### src/odd_pkg.sv
// Shared widths, constants, register codes and status types of the occupancy detector.
package odd_pkg;

  // Field widths
  localparam int unsigned SAMPLE_W = 10;
  localparam int unsigned DELAY_W  = 8;
  localparam int unsigned PROX_W   = 16;
  localparam int unsigned CFG_IDX_W  = 3;
  localparam int unsigned CFG_DATA_W = 16;
  localparam int unsigned IN_DATA_W  = 64;
  localparam int unsigned OUT_DATA_W = 8;
  localparam int unsigned NUM_CHAN   = 2;

  // Hysteresis shift and the highest setpoint that may still be raised
  localparam logic [SAMPLE_W-1:0] HYST     = SAMPLE_W'(5);
  localparam logic [SAMPLE_W-1:0] ADC_MAX  = SAMPLE_W'(1023);
  localparam logic [SAMPLE_W-1:0] HYST_TOP = ADC_MAX - HYST;

  // Register reset values
  localparam logic [DELAY_W-1:0] ON_DELAY_RST  = DELAY_W'(4);
  localparam logic [DELAY_W-1:0] OFF_DELAY_RST = DELAY_W'(25);
  localparam logic [PROX_W-1:0]  PROX_LIM_RST  = PROX_W'(768);
  localparam logic [DELAY_W-1:0] IR_ON_RST     = DELAY_W'(4);
  localparam logic [DELAY_W-1:0] IR_OFF_RST    = DELAY_W'(25);

  // Configuration register indexes
  typedef enum logic [CFG_IDX_W-1:0] {
    CFG_ON_DELAY_0  = 3'd0,
    CFG_ON_DELAY_1  = 3'd1,
    CFG_OFF_DELAY_0 = 3'd2,
    CFG_OFF_DELAY_1 = 3'd3,
    CFG_PROX_LIMIT  = 3'd4,
    CFG_IR_ON_COUNT = 3'd5,
    CFG_IR_OFF_COUNT = 3'd6
  } cfg_idx_e;

  // Delays of one current lane
  typedef struct packed {
    logic [DELAY_W-1:0] on_delay;
    logic [DELAY_W-1:0] off_delay;
  } lane_cfg_t;

  // Status of one current lane
  typedef struct packed {
    logic occupied_q;
    logic occupied_d;
  } lane_stat_t;

  // IR debounce settings
  typedef struct packed {
    logic [PROX_W-1:0]  limit;
    logic [DELAY_W-1:0] on_count;
    logic [DELAY_W-1:0] off_count;
  } ir_cfg_t;

  // IR debounce status
  typedef struct packed {
    logic detected_d;
    logic error_d;
    logic error_q;
    logic count_zero_q;
  } ir_stat_t;

endpackage

### src/odd_lane.sv
// One current-sense lane: hysteresis threshold and on/off delay debounce.
module odd_lane (
  input  logic                          clk_i,
  input  logic                          rst_ni,
  input  logic                          advance_i,
  input  logic [odd_pkg::SAMPLE_W-1:0]  sample_i,
  input  logic [odd_pkg::SAMPLE_W-1:0]  setpoint_i,
  input  odd_pkg::lane_cfg_t            cfg_i,
  output odd_pkg::lane_stat_t           stat_o
);

  logic                         occupied_q, occupied_d;
  logic [odd_pkg::DELAY_W-1:0]  on_cnt_q, on_cnt_d;
  logic [odd_pkg::DELAY_W-1:0]  off_cnt_q, off_cnt_d;
  logic [odd_pkg::SAMPLE_W-1:0] thr;
  logic                         above;

  // Shift the setpoint away from the current status, within the ADC range
  always_comb begin
    thr = setpoint_i;
    if (occupied_q && (setpoint_i >= odd_pkg::HYST)) begin
      thr = setpoint_i - odd_pkg::HYST;
    end else if (!occupied_q && (setpoint_i <= odd_pkg::HYST_TOP)) begin
      thr = setpoint_i + odd_pkg::HYST;
    end
  end

  assign above = (sample_i > thr);

  // Count toward the on or off delay and flip the status once it is reached
  always_comb begin
    occupied_d = occupied_q;
    on_cnt_d   = on_cnt_q;
    off_cnt_d  = off_cnt_q;
    if (above) begin
      if (!occupied_q) begin
        if (on_cnt_q < cfg_i.on_delay) begin
          on_cnt_d = on_cnt_q + 1'b1;
        end else begin
          occupied_d = 1'b1;
          off_cnt_d  = '0;
        end
      end else begin
        off_cnt_d = '0;
      end
    end else begin
      if (occupied_q) begin
        if (off_cnt_q < cfg_i.off_delay) begin
          off_cnt_d = off_cnt_q + 1'b1;
        end else begin
          occupied_d = 1'b0;
          on_cnt_d   = '0;
        end
      end else begin
        on_cnt_d = '0;
      end
    end
  end

  // Advance the lane state on each accepted request
  always_ff @(posedge clk_i or negedge rst_ni) begin
    if (!rst_ni) begin
      occupied_q <= 1'b0;
      on_cnt_q   <= '0;
      off_cnt_q  <= '0;
    end else if (advance_i) begin
      occupied_q <= occupied_d;
      on_cnt_q   <= on_cnt_d;
      off_cnt_q  <= off_cnt_d;
    end
  end

  assign stat_o.occupied_q = occupied_q;
  assign stat_o.occupied_d = occupied_d;

endmodule

### src/odd_ir.sv
// IR proximity lane: limit compare with on/off count debounce and bus error flag.
module odd_ir (
  input  logic                        clk_i,
  input  logic                        rst_ni,
  input  logic                        advance_i,
  input  logic [odd_pkg::PROX_W-1:0]  proximity_i,
  input  logic                        ack_i,
  input  odd_pkg::ir_cfg_t            cfg_i,
  output odd_pkg::ir_stat_t           stat_o
);

  logic                        detected_q, detected_d;
  logic                        error_q, error_d;
  logic [odd_pkg::DELAY_W-1:0] cnt_q, cnt_d;
  logic [odd_pkg::DELAY_W-1:0] cnt_inc;
  logic                        near;

  assign near    = (proximity_i >= cfg_i.limit);
  assign cnt_inc = cnt_q + 1'b1;

  // Debounce the proximity compare; a failed read drops detection
  always_comb begin
    detected_d = detected_q;
    error_d    = 1'b0;
    cnt_d      = cnt_q;
    if (!ack_i) begin
      detected_d = 1'b0;
      error_d    = 1'b1;
      cnt_d      = '0;
    end else if (!detected_q) begin
      if (near) begin
        if (cnt_inc > cfg_i.on_count) begin
          detected_d = 1'b1;
          cnt_d      = '0;
        end else begin
          cnt_d = cnt_inc;
        end
      end else begin
        cnt_d = '0;
      end
    end else begin
      if (!near) begin
        if (cnt_inc > cfg_i.off_count) begin
          detected_d = 1'b0;
          cnt_d      = '0;
        end else begin
          cnt_d = cnt_inc;
        end
      end else begin
        cnt_d = '0;
      end
    end
  end

  // Advance on each accepted request
  always_ff @(posedge clk_i or negedge rst_ni) begin
    if (!rst_ni) begin
      detected_q <= 1'b0;
      error_q    <= 1'b0;
      cnt_q      <= '0;
    end else if (advance_i) begin
      detected_q <= detected_d;
      error_q    <= error_d;
      cnt_q      <= cnt_d;
    end
  end

  assign stat_o.detected_d   = detected_d;
  assign stat_o.error_d      = error_d;
  assign stat_o.error_q      = error_q;
  assign stat_o.count_zero_q = (cnt_q == '0);

endmodule

### src/occupancy_detector_debounce.sv
// Top level of the occupancy detector: config registers, lanes and merging output register.
// Takes one request per clock and returns one result per request. Two current lanes
// and one IR lane update side by side in the cycle a request is accepted; their new
// status is merged into one output register, so a result appears in the cycle after
// acceptance. Each lane's state feeds back into the next request's threshold, so one
// request per cycle is the most that lane update loop takes. While the output register
// holds an untaken result, a new request is taken only in the cycle that result leaves.
// Configuration writes take effect on the next request and should be made while idle.
module occupancy_detector_debounce (
  input  logic                               clk_i,
  input  logic                               rst_ni,
  // Input requests
  input  logic                               s_axis_tvalid_i,
  output logic                               s_axis_tready_o,
  // [9:0] current_sample_0, [19:10] current_sample_1, [29:20] setpoint_0,
  // [39:30] setpoint_1, [55:40] ir_proximity, [56] ir_ack, [63:57] zero
  input  logic [odd_pkg::IN_DATA_W-1:0]      s_axis_tdata_i,
  // Results
  output logic                               m_axis_tvalid_o,
  input  logic                               m_axis_tready_i,
  // [0] occupied_0, [1] occupied_1, [2] ir_detected, [3] ir_error, [7:4] zero
  output logic [odd_pkg::OUT_DATA_W-1:0]     m_axis_tdata_o,
  // Configuration writes
  input  logic                               cfg_valid_i,
  output logic                               cfg_ready_o,
  input  logic [odd_pkg::CFG_IDX_W-1:0]      cfg_index_i,
  input  logic [odd_pkg::CFG_DATA_W-1:0]     cfg_data_i
);

  localparam int unsigned SW = odd_pkg::SAMPLE_W;
  localparam int unsigned NC = odd_pkg::NUM_CHAN;

  logic [odd_pkg::DELAY_W-1:0] on_delay_q [NC];
  logic [odd_pkg::DELAY_W-1:0] off_delay_q [NC];
  logic [odd_pkg::PROX_W-1:0]  prox_limit_q;
  logic [odd_pkg::DELAY_W-1:0] ir_on_q, ir_off_q;

  logic                  cfg_we;
  logic                  in_accept;
  logic                  out_valid_q;
  logic [NC+1:0]         out_bits_q;

  logic [SW-1:0]         sample [NC];
  logic [SW-1:0]         setpoint [NC];
  odd_pkg::lane_cfg_t    lane_cfg [NC];
  odd_pkg::lane_stat_t   lane_stat [NC];
  logic [NC-1:0]         occ_d;
  logic [NC-1:0]         occ_q;
  odd_pkg::ir_cfg_t      ir_cfg;
  odd_pkg::ir_stat_t     ir_stat;

  // Configuration registers
  assign cfg_ready_o = 1'b1;
  assign cfg_we      = cfg_valid_i && cfg_ready_o;

  always_ff @(posedge clk_i or negedge rst_ni) begin
    if (!rst_ni) begin
      on_delay_q[0]  <= odd_pkg::ON_DELAY_RST;
      on_delay_q[1]  <= odd_pkg::ON_DELAY_RST;
      off_delay_q[0] <= odd_pkg::OFF_DELAY_RST;
      off_delay_q[1] <= odd_pkg::OFF_DELAY_RST;
      prox_limit_q   <= odd_pkg::PROX_LIM_RST;
      ir_on_q        <= odd_pkg::IR_ON_RST;
      ir_off_q       <= odd_pkg::IR_OFF_RST;
    end else if (cfg_we) begin
      unique case (cfg_index_i)
        odd_pkg::CFG_ON_DELAY_0:   on_delay_q[0]  <= cfg_data_i[odd_pkg::DELAY_W-1:0];
        odd_pkg::CFG_ON_DELAY_1:   on_delay_q[1]  <= cfg_data_i[odd_pkg::DELAY_W-1:0];
        odd_pkg::CFG_OFF_DELAY_0:  off_delay_q[0] <= cfg_data_i[odd_pkg::DELAY_W-1:0];
        odd_pkg::CFG_OFF_DELAY_1:  off_delay_q[1] <= cfg_data_i[odd_pkg::DELAY_W-1:0];
        odd_pkg::CFG_PROX_LIMIT:   prox_limit_q   <= cfg_data_i;
        odd_pkg::CFG_IR_ON_COUNT:  ir_on_q        <= cfg_data_i[odd_pkg::DELAY_W-1:0];
        odd_pkg::CFG_IR_OFF_COUNT: ir_off_q       <= cfg_data_i[odd_pkg::DELAY_W-1:0];
        default: ;
      endcase
    end
  end

  // Take a request whenever the output slot is free or drains this cycle
  assign s_axis_tready_o = !out_valid_q || m_axis_tready_i;
  assign in_accept       = s_axis_tvalid_i && s_axis_tready_o;

  // Unpack the request
  assign sample[0]   = s_axis_tdata_i[SW-1:0];
  assign sample[1]   = s_axis_tdata_i[2*SW-1:SW];
  assign setpoint[0] = s_axis_tdata_i[3*SW-1:2*SW];
  assign setpoint[1] = s_axis_tdata_i[4*SW-1:3*SW];

  // Current lanes
  for (genvar c = 0; c < NC; c++) begin : g_lane
    assign lane_cfg[c].on_delay  = on_delay_q[c];
    assign lane_cfg[c].off_delay = off_delay_q[c];

    odd_lane u_lane (
      .clk_i      (clk_i),
      .rst_ni     (rst_ni),
      .advance_i  (in_accept),
      .sample_i   (sample[c]),
      .setpoint_i (setpoint[c]),
      .cfg_i      (lane_cfg[c]),
      .stat_o     (lane_stat[c])
    );

    assign occ_d[c] = lane_stat[c].occupied_d;
    assign occ_q[c] = lane_stat[c].occupied_q;
  end

  // IR lane
  assign ir_cfg.limit     = prox_limit_q;
  assign ir_cfg.on_count  = ir_on_q;
  assign ir_cfg.off_count = ir_off_q;

  odd_ir u_ir (
    .clk_i       (clk_i),
    .rst_ni      (rst_ni),
    .advance_i   (in_accept),
    .proximity_i (s_axis_tdata_i[4*SW+odd_pkg::PROX_W-1:4*SW]),
    .ack_i       (s_axis_tdata_i[4*SW+odd_pkg::PROX_W]),
    .cfg_i       (ir_cfg),
    .stat_o      (ir_stat)
  );

  // Merge lane results into the output register
  always_ff @(posedge clk_i or negedge rst_ni) begin
    if (!rst_ni) begin
      out_valid_q <= 1'b0;
    end else if (in_accept) begin
      out_valid_q <= 1'b1;
    end else if (m_axis_tready_i) begin
      out_valid_q <= 1'b0;
    end
  end

  always_ff @(posedge clk_i) begin
    if (in_accept) begin
      out_bits_q <= {ir_stat.error_d, ir_stat.detected_d, occ_d};
    end
  end

  assign m_axis_tvalid_o = out_valid_q;
  assign m_axis_tdata_o  = {(odd_pkg::OUT_DATA_W - NC - 2)'(0), out_bits_q};

`ifndef NO_ASSERTIONS
  // A failed IR read never reports presence
  a_err_no_det: assert property (@(posedge clk_i) disable iff (!rst_ni)
    m_axis_tvalid_o |-> !(m_axis_tdata_o[NC] && m_axis_tdata_o[NC+1]))
    else $error("ir_detected and ir_error both set");

  // An IR error leaves the debounce counter cleared
  a_err_cnt: assert property (@(posedge clk_i) disable iff (!rst_ni)
    ir_stat.error_q |-> ir_stat.count_zero_q)
    else $error("IR counter not cleared after read failure");

  // Lane status moves only with an accepted request
  a_occ_hold: assert property (@(posedge clk_i) disable iff (!rst_ni)
    !in_accept |=> $stable(occ_q))
    else $error("lane status changed without a request");

  // Every accepted request leaves a result that matches the lane status
  a_out_match: assert property (@(posedge clk_i) disable iff (!rst_ni)
    in_accept |=> (m_axis_tvalid_o && (m_axis_tdata_o[NC-1:0] == occ_q)))
    else $error("result does not match lane status");
`endif

endmodule

### config.mk
export PLATFORM = sky130hd
export DESIGN_NAME = occupancy_detector_debounce
export DESIGN_NICKNAME = d
export VERILOG_FILES = /design/src/odd_pkg.sv /design/src/odd_lane.sv /design/src/odd_ir.sv /design/src/occupancy_detector_debounce.sv
export SDC_FILE = /design/constraint.sdc
export NUM_CORES = 1
export LEC_CHECK = 0
export BUFFER_PORTS_ARGS = -buffer_cell sky130_fd_sc_hd__buf_2
export CORE_UTILIZATION = 30
export DETAILED_ROUTE_END_ITERATION = 7
export GPL_TIMING_DRIVEN = 0
export PLACE_DENSITY = 0.57
export SYNTH_ARGS = -nofsm -noshare
export SYNTH_HDL_FRONTEND = slang
export SYNTH_SLANG_ARGS = --single-unit
### constraint.sdc
create_clock -name clk_i -period 3.54 [get_ports clk_i]
set_input_delay 0.177 -clock clk_i [delete_from_list [all_inputs] [get_ports clk_i]]
set_output_delay 0.177 -clock clk_i [all_outputs]
set_load 0.02 [all_outputs]
; After elaboration in Yosys (flattened, before gate mapping)
; Index checks and enable logic that the tools add are counted.
[totals]
regBits = 112
input_bits = 88
elab_cells = 128
[op_classes]
add_sub_neg = 9
magnitude_cmp = 13
n_eq_ne = 14
mux = 49
n_reduce_logical = 26
[op_table]
columns = cell, count
row1 = $mux 8, 26
row2 = $add 8x1->8 const B, 5
row3 = $mux 10, 4
row4 = $lt 8x8->1, 4
row5 = $add 10x3->10 const B, 2
row6 = $ge 10x3->1 const B, 2
row7 = $gt 10x10->1, 2
row8 = $le 10x10->1 const B, 2
row9 = $sub 10x3->10 const B, 2
row10 = $mux 1, 19
row11 = $ge 16x16->1, 1
row12 = $gt 8x8->1, 2
row13 = $reduce_and 4->1, 4
row14 = $reduce_and 2->1, 7
row15 = $ne 2x2->1 const B, 6
row16 = $reduce_bool 2->1, 5
row17 = $eq 3x3->1 const B, 3
row18 = $eq 3x2->1 const B, 2
row19 = $logic_and 1x1->1, 5
row20 = $ne 2x1->1 const B, 2
row21 = $eq 3x1->1 const B, 1
row22 = $logic_not 1->1, 3
row23 = $logic_not 3->1, 1
row24 = $logic_or 1x1->1, 1

; Logic depth before layout (Yosys ltp)
; Gate-level depths: netlist of the first run.
[depth]
depth_word = 7
depth_mapped = 19

; By module
; A second synthesis of the first run with hierarchy kept.
[hier_totals]
cells_unflattened = 813
hier_area_um2 = 8120.3
[by_module_without_submodules]
columns = module, instances, cells_each, area_each_um2
row1 = occupancy_detector_debounce, 1, 158, 2726.4
row2 = odd_lane at g_lane[0].u_lane, 1, 240, 1981.9
row3 = odd_lane at g_lane[1].u_lane, 1, 234, 1926.8
row4 = odd_ir, 1, 181, 1485.2

; Least setup slack after synthesis of the first run
; OpenSTA, ideal clock, no wires.
[synth_path]
path_type = input -> register
from = in s_axis_tdata_i[33] in the netlist's numbering
to = reg g_lane[1].u_lane.off_cnt_q[7] in the netlist's numbering
arrival_ps = 3981
required_ps = 3462
path_slack_ps = -519
cell_stages = 16
n_path_buf = 2
path_cell_list = buf_6 -> or4_4 -> or3_1 -> o31ai_2 -> buf_6 -> o21ai_2 -> o21ai_1 -> xor2_1 -> ha_1 -> and4_1 -> and3_1 -> mux2_2 -> a31o_1 -> a211o_1 -> or4_1 -> a21oi_1
[synth_between]
elab_chain_cells = 7
elab_cells_between_ends = 13
cone_classes = 2 x add/sub / 3 x order compare / 3 x mux / 5 x reduce/logical
[synth_rtl]
columns = item, line_no
row1 = "start, declared", occupancy_detector_debounce.sv:17  ; input logic [odd_pkg::IN_DATA_W-1:0] s_axis_tdata_i,
row2 = $le 10x10->1, odd_lane.sv:23  ; end else if (!occupied_q && (setpoint_i <= odd_pkg::HYST_TOP)) begin
row3 = $logic_and 1x1->1, odd_lane.sv:23
row4 = $mux 10, odd_lane.sv:23
row5 = $mux 10 *, odd_lane.sv:21  ; if (occupied_q && (setpoint_i >= odd_pkg::HYST)) begin
row6 = $gt 10x10->1 *, odd_lane.sv:28  ; assign above = (sample_i > thr);
row7 = $reduce_bool 2->1 (no line), --
row8 = $reduce_and 4->1 (no line), --
row9 = "end signal, assigned", odd_lane.sv:69  ; off_cnt_q <= off_cnt_d;
row10 = "end, declared", odd_lane.sv:14  ; logic [odd_pkg::DELAY_W-1:0] off_cnt_q, off_cnt_d;
; Mark *: on every way between the ends. The rest lies on a longest branch, timed or not.
; A chain may end at the register's enable or synchronous reset.

; Worst setup path in the final report of the first run
; Ends and elaborated chain as after synthesis.

==> impl_metrics.yaml, run 1 <==
run_status:
  outcome: "complete, but fails checks"
  violations: "negative setup slack"
timing:
  setup_viol: 12
  final.min_clock_period_ps: 3740
  slew_headroom: 0.489
  slew_viol_final: 0
  worst_pin_slew_ps: 765
  skew_ps: 11.4
  fmax_mhz: 267
  hold_viol: 0
  layout_setup_ws_ps: -205
  tns_ps: -797
  period_share: 1.06
  rsz0062_at_grt: "yes"
detailed_routing:
  detail-route-antenna-nets: 0
  dr.pass1.iters: 4
  vias: 6129
  avgViaCountPerCell: 4.88
  drt_iter0_drc: 306
  wl_per_cell_um: 14.2
  drc_errors: 0
  wirelength_mm: 17.8
placement:
  portBuffers: 80
  placedInstanceArea_um2: 8550
  place_hpwl_mm: 13.2
  dp.cells: 1224
  place.gp.congestion: 0.813
layout:
  area_growth_pct: 20.4
  layout-drive-gt1-share: 0.237
  n_fill_cell: 2504
  utilization: 0.372
  layout_common_cells: "dfrtp_1 (94), ha_1 (93), nand2_1 (89)"
  nets: 1106
  stdcell_count: 1255
  multi_input_area_um2: 4560
  final_common_cell: "dfrtp_1"
  regArea_um2: 2840
  postLayoutCellArea_um2: 9160
pwr:
  power.switching_mw: 1.33
  power.internal_mw: 2.72
  ir_drop_mv: 0.204
  cellPowerDensity_nw_per_um2: 442
  p_leak_nw: 4.25
  power_frac_seq: 0.423
  power.total_mw: 4.05
  p_clk_frac: 0.263
  pwr-share-comb: 0.314
  swShare: 0.328
critical_path:
  cp.arrival_ps: 4020
  crit_path_end_kind: "flip-flop"
  cp.required_ps: 3820
  startpoint_type: "input pin"
  setup.worst_path.class: "in -> reg"
  cp_max_fo: 8
cts:
  htreeDepth: 3
  cts.path.max_buffers: 2
  cts_tree: "yes"
  cts.sinks: 112
  clk_pin_slew_ps: 70
  clk_latency_ps: 350
  cts_made_buffers: 9
  cts_root_buf: "clkbuf_16"
logic_synthesis:
  async_flop_share: 0.964
  syn_area_per_cell_um2: 9.32
  syn_inst: 816
  ys.flop_type: "dfrtp_1"
  synth-seq-area-share: 0.373
  ys_warn_count: 0
  synth-edff-count: 4
  synthesis.area_um2: 7610
  ys_ff_latch: 112
  synth_cell_types: 71
global_route:
  grt_pass1_wl_mm: 29.3
  grt_max_degree: 91
  grt_overflow: 0
  grt_pass1_vias: 5924
  antenna_found_initial: 1
  grt_usage: 0.141
floorplanning:
  fp.coreArea_um2: 24600
  die_width_um: 161
  initial_core_util: 0.309
  io_pins: 99
  die_y_um: 161
  rows: 57
  die_area_um2: 26000
flow_run:
  maxCapViolCount: 0
min_path:
  holdCritPathClass: "in -> reg"
-- synth_stat cells (all sizes together) (14+ instances only) --
| master | number | share of area |
|---|---|---|
| dfrtp | 94 | 0.31 |
| ha | 93 | 0.15 |
| nand2 | 91 | 0.045 |
| o21ai | 83 | 0.056 |
| inv | 74 | 0.037 |
| a21oi | 44 | 0.029 |
| mux2 | 29 | 0.043 |
| nor2 | 21 | 0.011 |
| clkbuf | 18 | 0.0089 |
| nand4 | 17 | 0.014 |
| or3 | 16 | 0.014 |
| nand3 | 15 | 0.0099 |
| xnor2 | 15 | 0.017 |
| a21o | 14 | 0.014 |
| dfstp | 14 | 0.048 |
| o31ai | 14 | 0.016 |
-- worst paths after layout --
kind / startpoint / slack [ps] / end / cells past startpoint
worst min register to register: ir_on_q[3]$_DFFE_PN0P_ / 510 / ir_on_q[3]$_DFFE_PN0P_ / 1
worst max-delay path: s_axis_tdata_i[33] / -200 / g_lane[1].u_lane.off_cnt_q[7]$_DFFE_PN0P_ / 16
min in group asynchronous: rst_ni / 230 / prox_limit_q[12]$_DFFE_PN0P_ / 2
max in group asynchronous: rst_ni / 2560 / ir_on_q[2]$_DFFE_PN1P_ / 3
worst min-delay path: cfg_data_i[11] / 30 / prox_limit_q[11]$_DFFE_PN0P_ / 3
worst max register to register: g_lane[1].u_lane.occupied_q$_DFFE_PN0P_ / 40 / g_lane[1].u_lane.off_cnt_q[7]$_DFFE_PN0P_ / 12
-- metal layers --
layer  vias up  track usage  part of all wire
met3        17       0.0126             0.027
met4         0       0.0519             0.019
met1      2869        0.185              0.47
met5         -            0                 0
met2       100        0.240              0.48
li1       3143            -                 -
-- cells by family (layout without fill, tap and decap cells) --
logic type / after synthesis / count (layout) / share of synthesized area
DFF: 112 / 112 / 0.373
buffers and inverters: 102 / 213 / 0.0551
other: 2 / 6 / 0.000987
muxes: 33 / 33 / 0.0482
xor gates and xnor gates: 26 / 26 / 0.0299
adders and majority gates: 93 / 93 / 0.153
AOI/OAI and AO/OA: 218 / 218 / 0.184
and+or+nand+nor: 230 / 230 / 0.155
-- sequential cells by signal (all words and copies together), names as in the netlist --
register                  cells
lane_cfg                     32
g_lane.u_lane.off_cnt_q      16
g_lane.u_lane.on_cnt_q       16
prox_limit_q                 16
ir_off_q                      8
ir_on_q                       8
u_ir.cnt_q                    8
out_bits_q                    4
g_lane.u_lane.occupied_q      2
m_axis_tvalid_o               1
u_ir.detected_q               1
-- power groups by stage --
| stage | Combinational, mW | Sequential (mW) | Clock, mW |
|---|---|---|---|
| 2_1_floorplan | 0.885 | 1.68 | 0 |
| 3_3_place_gp | 1.17 | 1.73 | 0 |
| 3_5_place_dp | 1.21 | 1.73 | 0 |
| 4_1_cts | 1.25 | 1.71 | 1.10 |
| 5_1_grt | 1.46 | 1.75 | 1.14 |
| 6_report | 1.27 | 1.71 | 1.07 |
-- area by class of cell --
cell class / count / area share
Inverter: 75 / 0.0307
Buffer: 25 / 0.0194
Tap cell: 324 / 0.0443
Multi-Input combinational cell: 605 / 0.498
Clock inverter: 4 / 0.00560
Sequential cell: 112 / 0.310
Clock buffer: 12 / 0.0280
Antenna cell: 1 / 0.000273
Timing Repair Buffer: 97 / 0.0635
-- stage by stage --
stage,setup slack [ps],hold WS [ps]
after global placement,-907,383
after floorplan,-357,-119
after detailed placement,-904,39.0
final,-205,30.9
after global routing,-329,18.1
after CTS,-193,15.4
-- worst max-delay path: stages --
cell and delay [ps]:
buf_8 90, or4_4 530, or3_4 360, o31ai_4 300, buf_6 170, buf_4 120
o22ai_1 80, xnor2_1 190, ha_1 250, and4_1 180, and3_1 140, mux2_4 270
a31o_4 230, a211o_4 360, or4_1 400, a21oi_1 150
-- repair_timing --
item | CTS | global route
gates resized for setup | 23 | 36
hold buffers | 1 | 0
hold endpoints to repair | 18 | 0
endpoints found under the setup margin | 25 | 26
pin swaps | 36 | 16
gates cloned | 1 | 0
setup buffers | 8 | 6
Note: power is estimated with default switching activity, not from simulation.
==> inputs of run 2 (changes only) <==
--- a/config.mk
+++ b/config.mk
@@ -7,9 +7,10 @@
 export LEC_CHECK = 0
 export BUFFER_PORTS_ARGS = -buffer_cell sky130_fd_sc_hd__buf_2
 export CORE_UTILIZATION = 30
+export CTS_CLUSTER_DIAMETER = 30
 export DETAILED_ROUTE_END_ITERATION = 7
 export GPL_TIMING_DRIVEN = 0
-export PLACE_DENSITY = 0.57
+export PLACE_DENSITY_LB_ADDON = 0.15
 export SYNTH_ARGS = -nofsm -noshare
 export SYNTH_HDL_FRONTEND = slang
 export SYNTH_SLANG_ARGS = --single-unit
==> constraint.sdc (replaced) <==
create_clock -name clk_i -period 4.8 [get_ports clk_i]
set_input_delay 0.24 -clock clk_i [delete_from_list [all_inputs] [get_ports clk_i]]
set_output_delay 0.24 -clock clk_i [all_outputs]
set_load 0.02 [all_outputs]
==> impl_metrics.yaml, run 2 (synthesis gave the netlist of run 1 again) <==
run_status:
  outcome: "finished clean"
critical_path:
  max_stage_delay_ps: 660
  setup.worst_path.class: "in -> reg"
  crit_top_cell: "buf_6"
  crit_end: "g_lane[1].u_lane.off_cnt_q[7]$_DFFE_PN0P_"
  startpoint_type: "input pin"
  critical_path_cell_count: 16
  path_delay_family: "simple AND/OR/NAND/NOR gates"
  crit_chain: "buf_6 -> or4_4 -> or3_1 -> o31ai_2 -> buf_6 -> o21ai_2 -> o21ai_1 -> xor2_1 -> ha_1 -> and4_1 -> and3_1 -> mux2_2 -> a31o_1 -> clkbuf_1 -> nor3_1 -> a21oi_1"
  cp.arrival_ps: 4390
  ff2ff_path_depth: 13
  crit_slowest_cell: "nor3_1"
  crit_start: "s_axis_tdata_i[33]"
  critPathBufInv: 3
  cp_max_fo: 10
  crit_path_end_kind: "flip-flop"
  critical_path.reg2reg.endpoint: "g_lane[0].u_lane.on_cnt_q[2]$_DFFE_PN0P_"
  reg2reg_slack_ps: 1030
  reg2reg_from: "g_lane[0].u_lane.occupied_q$_DFFE_PN0P_"
  cp.required_ps: 5000
detailed_routing:
  drt_iter0_drc: 278
  avgViaCountPerCell: 4.90
  wl_per_cell_um: 14.6
  vias: 6083
  dr.pass1.iters: 4
  drc_errors: 0
  detail-route-antenna-nets: 0
  wirelength_mm: 18.2
cts:
  htreeDepth: 3
  cts_root_buf: "clkbuf_16"
  cts_made_buffers: 9
  cts.path.max_buffers: 2
  clk_pin_slew_ps: 70
  cts_hold_buf: 1
  cts_resized: 0
  cts_tree: "yes"
  clk_latency_ps: 350
  postCtsSetupBuffers: 0
  cts.sinks: 112
global_route:
  busiest_layer: "met2"
  met2_usage: 0.226
  grt_overflow: 0
  grt_pass1_vias: 5810
  grt_pass1_wl_mm: 30.4
  antenna_found_initial: 0
  met1_usage: 0.213
  grt_util_met3: 0.0272
  grt_usage: 0.146
  grt_max_degree: 78
layout:
  diodes: 0
  layout-drive-gt1-share: 0.186
  area_growth_pct: 15.4
  nets: 1093
  stdcell_count: 1241
  layout_common_cells: "dfrtp_1 (94), ha_1 (93), nand2_1 (90)"
  largest_reg_flops: 32
  final_common_cell: "dfrtp_1"
timing:
  setup_viol: 0
  slew_viol_final: 0
  fmax_mhz: 239
  skew_ps: 5.91
  slew_headroom: 0.477
  hold_viol: 0
  final.min_clock_period_ps: 4190
  period_share: 0.873
  rsz0062_at_grt: "no"
  worst_pin_slew_ps: 778
  tns_ps: 0
floorplanning:
  initial_core_util: 0.309
  io_pins: 99
  fp.coreArea_um2: 24600
  rows: 57
  die_width_um: 161
  die_area_um2: 26000
  die_y_um: 161
pwr:
  cellPowerDensity_nw_per_um2: 332
  ir_drop_mv: 0.172
  power.total_mw: 2.92
  p_leak_nw: 4.10
placement:
  dp.cells: 1224
  portBuffers: 80
  place_hpwl_mm: 13.5
  place.gp.congestion: 0.736
flow_run:
  maxCapViolCount: 0
min_path:
  holdCritPathClass: "in -> reg"
-- run 2: changes by cell type in the layout (fill, tap and decap cells not counted), moves of 4 or more --
cell      delta
buf_4       -10
a21oi_1      +7
clkbuf_1     +5
o21ai_2      -6
buf_6        -6
o21ai_0     +12
o21ai_1      -4
a21oi_2      -7
-- run 2: per-stage QoR --
stage	util	cell area, um2	worst slack, ps	hold WS (ps)
after floorplan	-	7620	678	-55.6
after global placement	0.342	8420	215	444
after detailed placement	0.344	8460	182	159
after CTS	0.357	8780	589	74.0
after global routing	0.357	8780	249	94.9
final	0.357	8780	609	87.1
-- run 2: layout make-up --
cell class | count | area (um2)
Buffer | 27 | 138
Multi-Input combinational cell | 605 | 4360
Timing Repair Buffer | 82 | 444
Inverter | 75 | 282
Tap cell | 324 | 405
Clock inverter | 1 | 5.00
Clock buffer | 15 | 309
Sequential cell | 112 | 2840
Fill cell | 2574 | 15800
-- run 2: how the worst min path moves through the flow --
stage                          startpoint                                   endpoint  slack [ps]  cells past startpoint
after global routing       cfg_data_i[12]               prox_limit_q[12]$_DFFE_PN0P_          90                      3
after global placement     cfg_data_i[10]               prox_limit_q[10]$_DFFE_PN0P_         440                      3
final                     s_axis_tvalid_i                m_axis_tvalid_o$_DFFE_PN0P_          90                      2
after floorplan                    rst_ni    g_lane[0].u_lane.occupied_q$_DFFE_PN0P_         -60                      0
after CTS                 s_axis_tvalid_i                m_axis_tvalid_o$_DFFE_PN0P_          70                      2
after detailed placement           rst_ni  g_lane[1].u_lane.off_cnt_q[4]$_DFFE_PN0P_         160                      1
-- run 2: routing by layer --
layer,vias up,share of wire
li1,3108,-
met1,2868,0.51
met2,99,0.45
met3,8,0.031
met4,0,0.0074
met5,-,0
-- run 2: worst reg2reg max path: stages (launching register included) --
cell and delay [ps]:
dfrtp_1 500, a31o_2 320, or2_2 320, o22ai_1 160, xnor2_1 150, ha_1 270, a21oi_1 180, o21ai_0 120
o31a_1 340, clkbuf_1 230, a211o_1 400, clkbuf_1 220, or3_1 340, a21oi_1 140
-- run 2: power by group --
part	switching, mW	internal [mW]
clock	0.349	0.441
combinational	0.477	0.391
sequential	0.121	1.14
total	0.947	1.97
